**src/assert_macros.svh**
```systemverilog
// ---------------------------------------------------------------------------
// assert_macros.svh
// Assertion macros for the line follower RTL. Define NO_ASSERTIONS to
// compile them out.
// ---------------------------------------------------------------------------
`ifndef ASSERT_MACROS_SVH
`define ASSERT_MACROS_SVH

`ifndef NO_ASSERTIONS

// Checked on every clock edge outside reset
`define LFPD_ASSERT(lbl, prop, msg) \
  lbl: assert property (@(posedge clk) disable iff (rst) prop) else $error(msg);

// Checked on every clock edge, reset included
`define LFPD_ASSERT_ALWAYS(lbl, prop, msg) \
  lbl: assert property (@(posedge clk) prop) else $error(msg);

`else

`define LFPD_ASSERT(lbl, prop, msg)
`define LFPD_ASSERT_ALWAYS(lbl, prop, msg)

`endif

`endif

```
**src/lfpd_pkg.sv**
```systemverilog
// ---------------------------------------------------------------------------
// lfpd_pkg
// Types and constants of the line follower centroid, PID and drive block.
// ---------------------------------------------------------------------------
`default_nettype none

package lfpd_pkg;

  localparam int SAMPLE_W    = 10;  // sensor sample and clamp width
  localparam int NUM_SENSORS = 7;
  localparam int SUM_W       = 13;  // plain sum of seven clamped samples
  localparam int WSUM_W      = 14;  // weighted sum, signed
  localparam int GAIN_W      = 8;
  localparam int MUL_B_W     = 16;
  localparam int PROD_W      = GAIN_W + 1 + MUL_B_W;
  localparam int ACC_W       = 26;
  localparam int QUOT_W      = 10;  // quotient magnitude stays below 1024
  localparam int REM_W       = SUM_W + 1;
  localparam int DIV_ITERS   = QUOT_W;
  localparam int ERR_W       = 11;
  localparam int DERIV_W     = 12;
  localparam int INTEG_W     = 16;
  localparam int CTRL_W      = 8;
  localparam int DUTY_W      = 10;
  localparam int DUTY_RAW_W  = DUTY_W + 2;
  localparam int CNT_W       = 4;
  localparam int CFG_IDX_W   = 3;
  localparam int CFG_DATA_W  = 10;

  localparam logic [DUTY_W-1:0] DUTY_MAX = 10'd1000;

  localparam logic signed [ACC_W-1:0] ACC_CTRL_MIN = -26'sd128;
  localparam logic signed [ACC_W-1:0] ACC_CTRL_MAX = 26'sd127;

  localparam logic [CNT_W-1:0] ACCUM_LAST = CNT_W'(NUM_SENSORS - 1);
  localparam logic [CNT_W-1:0] DIV_LAST   = CNT_W'(DIV_ITERS - 1);

  // Register indexes of the configuration port
  localparam logic [CFG_IDX_W-1:0] REG_CLAMP_LOW      = 3'd0;
  localparam logic [CFG_IDX_W-1:0] REG_CLAMP_HIGH     = 3'd1;
  localparam logic [CFG_IDX_W-1:0] REG_POSITION_SCALE = 3'd2;
  localparam logic [CFG_IDX_W-1:0] REG_GAIN_P         = 3'd3;
  localparam logic [CFG_IDX_W-1:0] REG_GAIN_I         = 3'd4;
  localparam logic [CFG_IDX_W-1:0] REG_GAIN_D         = 3'd5;
  localparam logic [CFG_IDX_W-1:0] REG_BASE_DUTY      = 3'd6;

  typedef struct packed {
    logic [SAMPLE_W-1:0] sample_0;
    logic [SAMPLE_W-1:0] sample_1;
    logic [SAMPLE_W-1:0] sample_2;
    logic [SAMPLE_W-1:0] sample_3;
    logic [SAMPLE_W-1:0] sample_4;
    logic [SAMPLE_W-1:0] sample_5;
    logic [SAMPLE_W-1:0] sample_6;
  } in_item_t;

  typedef struct packed {
    logic signed [ERR_W-1:0]  position_error;
    logic signed [CTRL_W-1:0] control_value;
    logic [DUTY_W-1:0]        left_duty;
    logic [DUTY_W-1:0]        right_duty;
  } out_item_t;

  typedef struct packed {
    logic [SAMPLE_W-1:0] clamp_low;
    logic [SAMPLE_W-1:0] clamp_high;
    logic [GAIN_W-1:0]   position_scale;
    logic [GAIN_W-1:0]   gain_p;
    logic [GAIN_W-1:0]   gain_i;
    logic [GAIN_W-1:0]   gain_d;
    logic [DUTY_W-1:0]   base_duty;
  } cfg_t;

  typedef struct packed {
    logic start;      // item taken this cycle
    logic res_ready;  // output register free this cycle
  } core_ctl_t;

  typedef struct packed {
    logic idle;
    logic done;       // result moves to the output register
  } core_sts_t;

  typedef enum logic [3:0] {
    ST_IDLE,
    ST_ACCUM,
    ST_SCALE,
    ST_DIV_INIT,
    ST_DIVIDE,
    ST_DIV_SIGN,
    ST_PID_INT,
    ST_MUL_P,
    ST_MUL_I,
    ST_MUL_D,
    ST_CTRL,
    ST_FINISH
  } state_t;

endpackage

`default_nettype wire

```
**src/line_follow_pid_drive.sv**
```systemverilog
// ---------------------------------------------------------------------------
// line_follow_pid_drive
// Line sensor centroid, PID step and differential drive duties, computed
// on one shared multiplier and a bit-serial divider under a sequencer.
//
//   Channel  Signals                              Direction
//   in       in_valid, in_ready, in_data         scan of seven samples in
//   out      out_valid, out_ready, out_data      error, control, duties out
//   cfg      cfg_valid, cfg_ready, cfg_index,    register write in
//            cfg_data
//
// An item passes through seven sample steps, one scale multiply, ten divide
// steps and the PID and duty steps; the next item is taken only once the
// sequencer is back in idle. A scan whose clamped samples sum to zero skips
// the divider.
// The result sits in an output register, so the next item is taken while
// it waits; a full register stalls the sequencer at its last step.
// Synchronous reset restores the register defaults and clears the integral
// and the previous error. Configuration writes are always taken.
// ---------------------------------------------------------------------------
`default_nettype none

module line_follow_pid_drive (
  input  wire logic                                clk,
  input  wire logic                                rst,
  input  wire logic                                in_valid,
  output logic                                     in_ready,
  input  wire lfpd_pkg::in_item_t                  in_data,
  output logic                                     out_valid,
  input  wire logic                                out_ready,
  output lfpd_pkg::out_item_t                      out_data,
  input  wire logic                                cfg_valid,
  output logic                                     cfg_ready,
  input  wire logic [lfpd_pkg::CFG_IDX_W-1:0]      cfg_index,
  input  wire logic [lfpd_pkg::CFG_DATA_W-1:0]     cfg_data
);

  lfpd_pkg::cfg_t       cfg;
  lfpd_pkg::core_ctl_t  ctl;
  lfpd_pkg::core_sts_t  sts;
  lfpd_pkg::out_item_t  res;

  assign cfg_ready     = 1'b1;
  assign in_ready      = sts.idle;
  assign ctl.start     = in_valid && in_ready;
  assign ctl.res_ready = !out_valid || out_ready;

  always_ff @(posedge clk) begin
    if (rst) begin
      cfg.clamp_low      <= 10'd50;
      cfg.clamp_high     <= 10'd650;
      cfg.position_scale <= 8'd17;
      cfg.gain_p         <= 8'd128;
      cfg.gain_i         <= 8'd0;
      cfg.gain_d         <= 8'd96;
      cfg.base_duty      <= 10'd150;
    end else if (cfg_valid && cfg_ready) begin
      case (cfg_index)
        lfpd_pkg::REG_CLAMP_LOW:      cfg.clamp_low      <= cfg_data;
        lfpd_pkg::REG_CLAMP_HIGH:     cfg.clamp_high     <= cfg_data;
        lfpd_pkg::REG_POSITION_SCALE: cfg.position_scale <= cfg_data[lfpd_pkg::GAIN_W-1:0];
        lfpd_pkg::REG_GAIN_P:         cfg.gain_p         <= cfg_data[lfpd_pkg::GAIN_W-1:0];
        lfpd_pkg::REG_GAIN_I:         cfg.gain_i         <= cfg_data[lfpd_pkg::GAIN_W-1:0];
        lfpd_pkg::REG_GAIN_D:         cfg.gain_d         <= cfg_data[lfpd_pkg::GAIN_W-1:0];
        lfpd_pkg::REG_BASE_DUTY:      cfg.base_duty      <= cfg_data;
        default:                      cfg <= cfg;  // drop writes past the list
      endcase
    end
  end

  // Output register
  always_ff @(posedge clk) begin
    if (rst) begin
      out_valid <= 1'b0;
    end else if (sts.done) begin
      out_valid <= 1'b1;
    end else if (out_ready) begin
      out_valid <= 1'b0;
    end
  end

  always_ff @(posedge clk) begin
    if (sts.done) begin
      out_data <= res;
    end
  end

  lfpd_core u_core (
    .clk     (clk),
    .rst     (rst),
    .cfg     (cfg),
    .ctl     (ctl),
    .in_data (in_data),
    .sts     (sts),
    .res     (res)
  );

endmodule

`default_nettype wire

```
**src/lfpd_core.sv**
```systemverilog
// ---------------------------------------------------------------------------
// lfpd_core
// Sequenced datapath: sample window and sums, scale multiply, restoring
// divide, PID update on one shared multiplier, and duty clamping.
// ---------------------------------------------------------------------------
`default_nettype none

`include "assert_macros.svh"

module lfpd_core (
  input  wire logic                 clk,
  input  wire logic                 rst,
  input  wire lfpd_pkg::cfg_t       cfg,
  input  wire lfpd_pkg::core_ctl_t  ctl,
  input  wire lfpd_pkg::in_item_t   in_data,
  output lfpd_pkg::core_sts_t       sts,
  output lfpd_pkg::out_item_t       res
);

  lfpd_pkg::state_t state, state_next;

  logic [lfpd_pkg::CNT_W-1:0]            cnt;
  lfpd_pkg::in_item_t                    scan;
  logic signed [lfpd_pkg::WSUM_W-1:0]    wsum;
  logic [lfpd_pkg::SUM_W-1:0]            sum;
  logic signed [lfpd_pkg::ACC_W-1:0]     acc;
  logic                                  neg;
  logic [lfpd_pkg::REM_W-1:0]            rem;
  logic [lfpd_pkg::QUOT_W-1:0]           quot;
  logic signed [lfpd_pkg::ERR_W-1:0]     err;
  logic signed [lfpd_pkg::ERR_W-1:0]     last_error;
  logic signed [lfpd_pkg::INTEG_W-1:0]   integral_sum;
  logic signed [lfpd_pkg::CTRL_W-1:0]    ctrl;

  // Combinational helpers
  logic [lfpd_pkg::SAMPLE_W-1:0]         raw;
  logic [lfpd_pkg::SAMPLE_W-1:0]         smp;
  logic [lfpd_pkg::SAMPLE_W+1:0]         smp3;
  logic signed [lfpd_pkg::WSUM_W-1:0]    term;
  logic [lfpd_pkg::GAIN_W-1:0]           mul_a;
  logic signed [lfpd_pkg::MUL_B_W-1:0]   mul_b;
  logic signed [lfpd_pkg::PROD_W-1:0]    mul_p;
  logic [lfpd_pkg::ACC_W-1:0]            mag;
  logic [lfpd_pkg::REM_W-1:0]            shifted;
  logic [lfpd_pkg::REM_W:0]              diff;
  logic signed [lfpd_pkg::ERR_W-1:0]     quot_ext;
  logic signed [lfpd_pkg::DERIV_W-1:0]   deriv;
  logic signed [lfpd_pkg::INTEG_W:0]     integ_sum;
  logic signed [lfpd_pkg::ACC_W-1:0]     acc_adj;
  logic signed [lfpd_pkg::ACC_W-1:0]     acc_shf;
  logic signed [lfpd_pkg::DUTY_RAW_W-1:0] left_raw;
  logic signed [lfpd_pkg::DUTY_RAW_W-1:0] right_raw;

  // Sample of the current step
  always_comb begin
    case (cnt[2:0])
      3'd0:    raw = scan.sample_0;
      3'd1:    raw = scan.sample_1;
      3'd2:    raw = scan.sample_2;
      3'd3:    raw = scan.sample_3;
      3'd4:    raw = scan.sample_4;
      3'd5:    raw = scan.sample_5;
      3'd6:    raw = scan.sample_6;
      default: raw = '0;
    endcase
  end

  // Upper clamp wins when the window is inverted
  always_comb begin
    if (raw > cfg.clamp_high) begin
      smp = cfg.clamp_high;
    end else if (raw < cfg.clamp_low) begin
      smp = cfg.clamp_low;
    end else begin
      smp = raw;
    end
    smp3 = {2'b00, smp} + {1'b0, smp, 1'b0};
  end

  always_comb begin
    case (cnt[2:0])
      3'd0:    term = -lfpd_pkg::WSUM_W'(smp3);
      3'd1:    term = -lfpd_pkg::WSUM_W'({smp, 1'b0});
      3'd2:    term = -lfpd_pkg::WSUM_W'(smp);
      3'd4:    term = lfpd_pkg::WSUM_W'(smp);
      3'd5:    term = lfpd_pkg::WSUM_W'({smp, 1'b0});
      3'd6:    term = lfpd_pkg::WSUM_W'(smp3);
      default: term = '0;
    endcase
  end

  assign mul_p = $signed({1'b0, mul_a}) * mul_b;

  always_comb begin
    mag      = acc[lfpd_pkg::ACC_W-1] ? lfpd_pkg::ACC_W'(-acc) : lfpd_pkg::ACC_W'(acc);
    shifted  = {rem[lfpd_pkg::REM_W-2:0], quot[lfpd_pkg::QUOT_W-1]};
    diff     = {1'b0, shifted} - {2'b00, sum};
    quot_ext = $signed({1'b0, quot});
    deriv    = lfpd_pkg::DERIV_W'(err) - lfpd_pkg::DERIV_W'(last_error);
    integ_sum = (lfpd_pkg::INTEG_W + 1)'(integral_sum) + (lfpd_pkg::INTEG_W + 1)'(err);
    // Truncate toward zero: bias negative values before the shift
    acc_adj  = acc + (acc[lfpd_pkg::ACC_W-1] ? lfpd_pkg::ACC_W'(15) : '0);
    acc_shf  = acc_adj >>> 4;
  end

  // Next state
  always_comb begin
    state_next = state;
    case (state)
      lfpd_pkg::ST_IDLE:     if (ctl.start) state_next = lfpd_pkg::ST_ACCUM;
      lfpd_pkg::ST_ACCUM:    if (cnt == lfpd_pkg::ACCUM_LAST) state_next = lfpd_pkg::ST_SCALE;
      lfpd_pkg::ST_SCALE:    state_next = lfpd_pkg::ST_DIV_INIT;
      lfpd_pkg::ST_DIV_INIT: begin
        state_next = (sum == '0) ? lfpd_pkg::ST_PID_INT : lfpd_pkg::ST_DIVIDE;
      end
      lfpd_pkg::ST_DIVIDE:   if (cnt == lfpd_pkg::DIV_LAST) state_next = lfpd_pkg::ST_DIV_SIGN;
      lfpd_pkg::ST_DIV_SIGN: state_next = lfpd_pkg::ST_PID_INT;
      lfpd_pkg::ST_PID_INT:  state_next = lfpd_pkg::ST_MUL_P;
      lfpd_pkg::ST_MUL_P:    state_next = lfpd_pkg::ST_MUL_I;
      lfpd_pkg::ST_MUL_I:    state_next = lfpd_pkg::ST_MUL_D;
      lfpd_pkg::ST_MUL_D:    state_next = lfpd_pkg::ST_CTRL;
      lfpd_pkg::ST_CTRL:     state_next = lfpd_pkg::ST_FINISH;
      lfpd_pkg::ST_FINISH:   if (ctl.res_ready) state_next = lfpd_pkg::ST_IDLE;
      default:               state_next = lfpd_pkg::ST_IDLE;
    endcase
  end

  // Outputs and multiplier operands
  always_comb begin
    sts.idle = (state == lfpd_pkg::ST_IDLE);
    sts.done = (state == lfpd_pkg::ST_FINISH) && ctl.res_ready;
    case (state)
      lfpd_pkg::ST_SCALE: begin
        mul_a = cfg.position_scale;
        mul_b = lfpd_pkg::MUL_B_W'(wsum);
      end
      lfpd_pkg::ST_MUL_P: begin
        mul_a = cfg.gain_p;
        mul_b = lfpd_pkg::MUL_B_W'(err);
      end
      lfpd_pkg::ST_MUL_I: begin
        mul_a = cfg.gain_i;
        mul_b = lfpd_pkg::MUL_B_W'(integral_sum);
      end
      lfpd_pkg::ST_MUL_D: begin
        mul_a = cfg.gain_d;
        mul_b = lfpd_pkg::MUL_B_W'(deriv);
      end
      default: begin
        mul_a = '0;
        mul_b = '0;
      end
    endcase

    left_raw  = $signed({2'b00, cfg.base_duty}) - lfpd_pkg::DUTY_RAW_W'(ctrl);
    right_raw = $signed({2'b00, cfg.base_duty}) + lfpd_pkg::DUTY_RAW_W'(ctrl);

    res.position_error = err;
    res.control_value  = ctrl;
    if (left_raw < 0) begin
      res.left_duty = '0;
    end else if (left_raw > $signed({2'b00, lfpd_pkg::DUTY_MAX})) begin
      res.left_duty = lfpd_pkg::DUTY_MAX;
    end else begin
      res.left_duty = left_raw[lfpd_pkg::DUTY_W-1:0];
    end
    if (right_raw < 0) begin
      res.right_duty = '0;
    end else if (right_raw > $signed({2'b00, lfpd_pkg::DUTY_MAX})) begin
      res.right_duty = lfpd_pkg::DUTY_MAX;
    end else begin
      res.right_duty = right_raw[lfpd_pkg::DUTY_W-1:0];
    end
  end

  // Control state
  always_ff @(posedge clk) begin
    if (rst) begin
      state        <= lfpd_pkg::ST_IDLE;
      cnt          <= '0;
      integral_sum <= '0;
      last_error   <= '0;
    end else begin
      state <= state_next;
      case (state)
        lfpd_pkg::ST_IDLE:     cnt <= '0;
        lfpd_pkg::ST_ACCUM:    cnt <= (cnt == lfpd_pkg::ACCUM_LAST) ? '0 : cnt + 1'b1;
        lfpd_pkg::ST_DIVIDE:   cnt <= cnt + 1'b1;
        lfpd_pkg::ST_PID_INT: begin
          if (integ_sum[lfpd_pkg::INTEG_W] != integ_sum[lfpd_pkg::INTEG_W-1]) begin
            integral_sum <= integ_sum[lfpd_pkg::INTEG_W] ? 16'sh8000 : 16'sh7FFF;
          end else begin
            integral_sum <= integ_sum[lfpd_pkg::INTEG_W-1:0];
          end
        end
        lfpd_pkg::ST_MUL_D:    last_error <= err;
        default:               cnt <= cnt;
      endcase
    end
  end

  // Datapath registers
  always_ff @(posedge clk) begin
    case (state)
      lfpd_pkg::ST_IDLE: begin
        if (ctl.start) begin
          scan <= in_data;
        end
        wsum <= '0;
        sum  <= '0;
      end
      lfpd_pkg::ST_ACCUM: begin
        wsum <= wsum + term;
        sum  <= sum + lfpd_pkg::SUM_W'(smp);
      end
      lfpd_pkg::ST_SCALE: acc <= lfpd_pkg::ACC_W'(mul_p);
      lfpd_pkg::ST_DIV_INIT: begin
        neg  <= acc[lfpd_pkg::ACC_W-1];
        // Quotient fits ten bits, so the upper bits start as the remainder
        rem  <= lfpd_pkg::REM_W'(mag[lfpd_pkg::ACC_W-1:lfpd_pkg::QUOT_W]);
        quot <= mag[lfpd_pkg::QUOT_W-1:0];
        if (sum == '0) begin
          err <= '0;
        end
      end
      lfpd_pkg::ST_DIVIDE: begin
        if (!diff[lfpd_pkg::REM_W]) begin
          rem  <= diff[lfpd_pkg::REM_W-1:0];
          quot <= {quot[lfpd_pkg::QUOT_W-2:0], 1'b1};
        end else begin
          rem  <= shifted;
          quot <= {quot[lfpd_pkg::QUOT_W-2:0], 1'b0};
        end
      end
      lfpd_pkg::ST_DIV_SIGN: err <= neg ? -quot_ext : quot_ext;
      lfpd_pkg::ST_MUL_P:    acc <= lfpd_pkg::ACC_W'(mul_p);
      lfpd_pkg::ST_MUL_I:    acc <= acc + lfpd_pkg::ACC_W'(mul_p);
      lfpd_pkg::ST_MUL_D:    acc <= acc + lfpd_pkg::ACC_W'(mul_p);
      lfpd_pkg::ST_CTRL: begin
        if (acc_shf < lfpd_pkg::ACC_CTRL_MIN) begin
          ctrl <= -8'sd128;
        end else if (acc_shf > lfpd_pkg::ACC_CTRL_MAX) begin
          ctrl <= 8'sd127;
        end else begin
          ctrl <= acc_shf[lfpd_pkg::CTRL_W-1:0];
        end
      end
      default: acc <= acc;
    endcase
  end

  `LFPD_ASSERT(a_start_when_idle, ctl.start |-> state == lfpd_pkg::ST_IDLE, "item taken while busy")
  `LFPD_ASSERT(a_rem_below_divisor, state == lfpd_pkg::ST_DIVIDE |-> rem < lfpd_pkg::REM_W'(sum), "divider remainder not below sum")
  `LFPD_ASSERT(a_err_range, state == lfpd_pkg::ST_PID_INT |-> (err <= 11'sd765) && (err >= -11'sd765), "position error out of range")
  `LFPD_ASSERT(a_result_held, (state == lfpd_pkg::ST_FINISH) && !ctl.res_ready |=> $stable(res), "result moved while waiting")

endmodule

`default_nettype wire

```
**config.mk**
```make
export PLATFORM = sky130hd
export DESIGN_NAME = line_follow_pid_drive
export DESIGN_NICKNAME = d
export VERILOG_FILES = /design/src/lfpd_pkg.sv /design/src/line_follow_pid_drive.sv /design/src/lfpd_core.sv
export VERILOG_INCLUDE_DIRS = /design/src /design/src/src
export SDC_FILE = /design/constraint.sdc
export NUM_CORES = 1
export LEC_CHECK = 0
export BUFFER_PORTS_ARGS = -buffer_cell sky130_fd_sc_hd__buf_2
export CORE_ASPECT_RATIO = 1.5
export CORE_MARGIN = 1
export CORE_UTILIZATION = 53
export DETAILED_ROUTE_END_ITERATION = 8
export GPL_TIMING_DRIVEN = 1
export PLACE_DENSITY = 0.71
export SYNTH_ARGS = -nofsm -noshare
export SYNTH_HDL_FRONTEND = slang
export SYNTH_SLANG_ARGS = --single-unit
```
**constraint.sdc**
```tcl
create_clock -name clk -period 11 [get_ports clk]
set_clock_uncertainty 0.15 [all_clocks]
set_input_delay 0.55 -clock clk [delete_from_list [all_inputs] [get_ports clk]]
set_output_delay 0.55 -clock clk [all_outputs]
set_load 0.01 [all_outputs]
```
==> results of run 1 <==
-- where the power goes --
part	switching [mW]	total (mW)	leakage (nW)	internal [mW]
Clock	0.486	1.14	0.523	0.656
Combinational	0.885	1.50	8.30	0.613
Sequential	0.0765	1.39	2.78	1.32
Total	1.45	4.03	11.6	2.59
-- metrics by stage --
stage	area, um2	hold slack [ns]	utilization, %	setup slack [ns]
floorplan	24600	0.284	-	2.51
global placement	25800	0.291	56.4	1.47
detailed placement	25800	0.297	56.4	1.23
CTS	27600	0.0549	60.3	1.18
global route	27600	0.0845	60.3	0.427
finish	27600	0.0822	60.3	1.15
-- final cells by class --
cell class	count	share of cell area, %
Tap cell	588	2.66
Timing Repair Buffer	222	5.51
Sequential cell	303	29.4
Clock buffer	40	3.27
Clock inverter	18	0.748
Multi-Input combinational cell	2061	54.3
Inverter	299	4.06
-- flip-flops by register name (all words and copies together) (netlist names), 8 cells and up --
signal and count:
cfg 62, u_core.wsum 14, u_core.integral_sum 16, u_core.err 11
u_core.sum 13, u_core.rem 13, u_core.quot 10, u_core.acc 26
u_core.last_error 11, u_core.scan 70, out_data 39, u_core.ctrl 8
-- worst reg2reg max path, delay by kind of cell (launching register included) --
kind | cells | cell delay, ns
AOI/OAI and AO/OA | 15 | 4.43
xor gates and xnor gates | 2 | 0.31
adders and majority gates | 7 | 3.13
buffers and inverters | 3 | 0.16
DFF | 1 | 0.51
muxes | 1 | 0.14
and+or+nand+nor | 6 | 0.74
-- final timing paths --
check                           cells past startpoint  slack (ns)                                 to                               from
worst max register to register                     34        1.15           u_core.acc[25]$_DFFE_PN_        u_core.err[1]$_SDFFCE_PN0P_
worst min register to register                      2        0.31  u_core.last_error[4]$_SDFFE_PP0N_  u_core.last_error[4]$_SDFFE_PP0N_
worst min-delay path                                3        0.08               cfg[60]$_SDFFE_PP0P_                        cfg_data[8]
worst max-delay path                               34        1.15           u_core.acc[25]$_DFFE_PN_        u_core.err[1]$_SDFFCE_PN0P_
-- kinds of logic (layout without fill, tap and decap cells) --
kind of cell,Yosys count,in the layout,share of synthesized area [%]
flip-flops,303,303,33.0
buffers and inverters,399,579,6.15
multiplexers,11,11,0.458
other,1,1,0.0152
XOR/XNOR,157,157,5.62
AO/OA/AOI/OAI,658,658,17.5
adder cells (fa/ha/maj),338,338,20.4
AND/OR/NAND/NOR,896,896,16.8
-- per-layer routing --
metal	vias to the layer above	part of all wire, %	GRT usage (%)
li1	9960	-	-
met1	9955	39	31.8
met2	670	53	52.4
met3	156	4.4	2.50
met4	0	4.4	12.9
met5	-	0	0
-- cell usage in the layout (no fill, tap or decap), types with 26 or more instances in the layout --
cell,synthesis,final
a211oi_1,33,33
a21o_1,33,33
a21oi_1,202,202
and2_1,27,26
and3_1,30,30
buf_2,6,128
clkbuf_16,0,34
dfxtp_1,98,98
dlygate4sd3_1,0,70
edfxtp_1,205,205
fa_1,111,111
ha_1,212,212
inv_1,298,298
nand2_1,375,375
nand2b_1,29,29
nand3_1,46,46
nor2_1,201,201
nor2b_1,31,30
nor3_1,46,45
o21ai_0,134,134
xnor2_1,91,91
xor2_1,65,65
==> flow_summary.ini, run 1 <==
[status]
status = finished, final reports clean

[drt]
drt_wl_total_um = 65300
drtAntennaViolNets = 0
drc_errors = 0
avgViaCountPerCell = 5.87
drt_iter0_markers = 1507
dr_total_vias = 20700
dr.pass1.iters = 6
routedWlPerCell_um = 18.5

[worst_setup_path]
cpMostUsedCell = o21ai_0
cp.required_ns = 11.19
crit_family = compound AO/OA/AOI/OAI gates
cp_slowest_cell = o211ai_1
max_stage_delay_ns = 0.89
critPathCaptureType = register
cp_max_fo = 16
crit_buf_inv = 3
critPathLaunchType = register
worstPathArrival_ns = 10.03
critPathKind = register to register

[die]
die_y_um = 266
start_util_pct = 53.8
rows = 96
io_pins = 130
die_area_um2 = 47300
dieWidth_um = 178
core_area_um2 = 45800

[grt]
grt_overflow_total = 0
grt_use_total_pct = 28.1
antenna_found_initial = 0
grt_pass1_wl_um = 106000
grt_pass1_vias = 21000
grt_max_degree = 99

[sta]
max_freq_ghz = 0.102
tightest_slew_ns = 1.27
finalCriticalPeriod_ns = 9.85
setup-tns-final_ns = 0
period_share_pct = 89.5
rsz0062_at_grt = no
finalSetupViolCount = 0
hold_viol = 0
drv_slew = 0
max_slew_margin_pct = 15.0

[synthesis]
seq_area_frac_synth_pct = 33.0
synthArstFlopShare_pct = 0
synth-edff-count = 205
synth_top_area_share_pct = 25.0
synth_cell_types = 86
syn_inst = 2763
ys_top_cells_by_count = nand2_1, inv_1, ha_1
synth_top_area_cell = edfxtp_1
ys.warnings.count = 0
ys_seq_elements = 303
ys_top_cells_by_area = edfxtp_1, ha_1, fa_1
synthesis.area_um2 = 24600
synth.avg_cell_area_um2 = 8.90
synth-main-ff-cell = edfxtp_1
yosysMostFrequentCell = nand2_1
synth_nets = 3174

[cells_and_area]
syn2layout_area_growth_pct = 12.2
layout-drive-gt1-share_pct = 8.46
final_nets = 3329
multi_input_area_um2 = 15000
regArea_um2 = 8120
diodes = 0
n_fill_cell = 3927
finalNonFillerCells = 3531

[clock_network]
clock-sinks = 303
cts_tree = yes
cts-buffers-inserted = 31
cts_resized = 0
clk_latency_ns = 0.60
cts_buffer_depth = 3
cts_htree_levels = 1
cts.reportedPaths.clkPinSlew_ns = 0.07
clockRootBuffer = clkbuf_16
post_cts_buffers = 0
hold_buffers = 70

[flow_run]
cap_violations = 0

[placement]
placedCellCount = 3403
io_buffers = 128
dpl.hpwl_um = 49500
gp_congestion = 0.953

[hold_path]
min_path_type = primary input to register

[pwr]
power_mw = 4.03
ir_drop_v = 0.000167
p_per_area_nw_per_um2 = 146
p_leak_nw = 11.6
Power figures use the tool's default switching activity.
==> run 2: changes to the inputs <==
--- a/config.mk
+++ b/config.mk
@@ -12,7 +12,7 @@
 export CORE_UTILIZATION = 53
 export DETAILED_ROUTE_END_ITERATION = 8
 export GPL_TIMING_DRIVEN = 1
-export PLACE_DENSITY = 0.71
+export PLACE_DENSITY = 0.73
 export SYNTH_ARGS = -nofsm -noshare
 export SYNTH_HDL_FRONTEND = slang
 export SYNTH_SLANG_ARGS = --single-unit
==> constraint.sdc (replaced) <==
create_clock -name clk -period 8.4 [get_ports clk]
set_clock_uncertainty 0.15 [all_clocks]
set_input_delay 0.42 -clock clk [delete_from_list [all_inputs] [get_ports clk]]
set_output_delay 0.42 -clock clk [all_outputs]
set_load 0.01 [all_outputs]
==> flow_summary.ini, run 2 (synthesized netlist as in run 1, its figures left out) <==
[status]
status = finished, final reports clean

[cells_and_area]
layout_commonest_cell = nand2_1
n_fill_cell = 3719
final_cell_mix = nand2_1, inv_1, edfxtp_1
syn2layout_area_growth_pct = 18.8
fin_area_um2 = 29200
finalNonFillerCells = 3671
largest_reg_flops = 70
final_nets = 3469
reg.largest.list = u_core.scan: 70 flops, cfg: 62 flops, out_data: 39 flops
largest_register = u_core.scan
layout-drive-gt1-share_pct = 15.9

[clock_network]
clock-sinks = 303
cts-buffers-inserted = 30
cts.reportedPaths.clkPinSlew_ns = 0.07
cts_buffer_depth = 3
clockRootBuffer = clkbuf_16
clk_latency_ns = 0.63
cts_htree_levels = 1
cts_tree = yes

[worst_setup_path]
max_stage_delay_ns = 0.56
worstPathArrival_ns = 8.41
crit_start = u_core.err[0]$_SDFFCE_PN0P_
critPathCaptureType = register
cp.depth = 39
r2r_setup_slack_ns = 0.17
reg2regPathDepth = 39
critPathLaunchType = register
critPathKind = register to register
cp.required_ns = 8.58
timing.rr.end = u_core.acc[25]$_DFFE_PN_
crit_end = u_core.acc[25]$_DFFE_PN_
cp_max_fo = 5
crit_buf_inv = 7
cp_slowest_cell = fa_1
reg2reg_from = u_core.err[0]$_SDFFCE_PN0P_
crit_family = adder cells

[sta]
tightest_slew_ns = 1.31
worst_slack_ns = 0.167
finalSetupViolCount = 0
drv_slew = 0
finalCriticalPeriod_ns = 8.23
max_freq_ghz = 0.121
rsz0062_at_grt = yes
period_share_pct = 98.0
max_slew_margin_pct = 12.5
hold_viol = 0

[drt]
dr.pass1.iters = 6
routedWlPerCell_um = 19.0
drc_errors = 0
maxUsedRoutingLayer = met5
drtAntennaViolNets = 0
wl_met2_um = 36900
dr_total_vias = 21500
drt_iter0_markers = 1595
avgViaCountPerCell = 5.85
drt_wl_total_um = 69900
met3WireLength_um = 3040
wl_met1_um = 26500

[pwr]
p_leak_nw = 12.3
ir_drop_v = 0.000248
p_per_area_nw_per_um2 = 184

[die]
die_y_um = 266
start_util_pct = 53.8
io_pins = 130
rows = 96
dieWidth_um = 178
core_area_um2 = 45800
die_area_um2 = 47300

[grt]
grt_pass1_vias = 21900
grt_overflow_total = 0
antenna_found_initial = 2
grt_max_degree = 99
grt_use_total_pct = 29.6
grt_pass1_wl_um = 111000

[hold_path]
min_path_type = primary input to register

[placement]
post_dp_cell_area_um2 = 26600
place_ws_ns = -0.362
gp_congestion = 0.921
io_buffers = 128
placedCellCount = 3508
dpl.hpwl_um = 51700

[flow_run]
cap_violations = 0
-- run 2: cell count changes in the layout (fill, tap and decap cells not counted), moves of 10 or more --
cell,before,now
o21ai_2,7,24
inv_1,298,280
inv_2,1,19
a21oi_2,1,13
dlygate4sd3_1,70,80
o21ai_0,134,110
a21oi_1,202,186
buf_4,24,150
ha_4,0,11
ha_1,212,198
-- run 2: worst min path at each step --
| stage | startpoint | to | slack, ns | cells after the start |
|---|---|---|---|---|
| finish | out_ready | out_valid$_SDFFE_PP0P_ | 0.03 | 3 |
| global route | out_ready | out_valid$_SDFFE_PP0P_ | 0.05 | 3 |
| CTS | out_ready | out_valid$_SDFFE_PP0P_ | 0.03 | 3 |
| detailed placement | cfg[23]$_SDFFE_PP0P_ | cfg[23]$_SDFFE_PP0P_ | 0.30 | 2 |
| global placement | cfg[17]$_SDFFE_PP0P_ | cfg[17]$_SDFFE_PP0P_ | 0.29 | 2 |
| floorplan | cfg[17]$_SDFFE_PP0P_ | cfg[17]$_SDFFE_PP0P_ | 0.28 | 2 |
-- run 2: where the power goes --
group          switching (mW)  leakage [nW]  internal [mW]
Combinational            1.23          9.03          0.887
Clock                   0.625         0.508          0.821
Sequential              0.102          2.78           1.72
Total                    1.96          12.3           3.43
-- run 2: final cells by class --
| cell class | count | area [um2] | share of cell area [%] |
|---|---|---|---|
| antenna | 1 | 2.50 | 0.00856 |
| inverter | 299 | 1120 | 3.84 |
| clock inverter | 15 | 211 | 0.724 |
| clock buffer | 41 | 832 | 2.85 |
| tap | 588 | 736 | 2.52 |
| multi-input combinational | 2061 | 15600 | 53.2 |
| timing repair buffer | 363 | 2640 | 9.04 |
| sequential | 303 | 8120 | 27.8 |
-- run 2: repair_timing --
item / CTS / global route
hold buffers: 80 / 0
pin swaps: 17 / 108
gates resized for setup: 32 / 124
endpoints found under the setup margin: 9 / 14
setup buffers: 6 / 21
endpoints found under the hold margin: 124 / 0
gates cloned: 1 / 1
-- run 2: metrics by stage --
step           power [mW]  hold WS [ns]  utilization, %  setup TNS (ns)
2_1_floorplan        3.32         0.284               -               0
3_3_place_gp         3.75         0.291            58.1          -0.295
3_5_place_dp         3.83         0.297            58.1           -1.61
4_1_cts              5.29        0.0305            62.6               0
5_1_grt              5.67        0.0452            63.9           -1.02
6_report             5.39        0.0325            63.9               0
-- run 2: worst register-to-register path, delay by kind of cell, from the launching register on --
kind	cells	cell delay, ns
flops	1	0.39
fa+ha+maj	8	3.15
xor+xnor	2	0.33
mux	1	0.14
compound gates	14	2.39
buf+inv	7	0.56
simple gates	7	0.82
-- run 2: metal layers --
| metal | vias to the layer above | track usage, % |
|---|---|---|
| met1 | 10300 | 32.8 |
| met3 | 210 | 2.83 |
| met5 | - | 0 |
| met2 | 696 | 55.1 |
| li1 | 10200 | - |
| met4 | 2 | 15.2 |
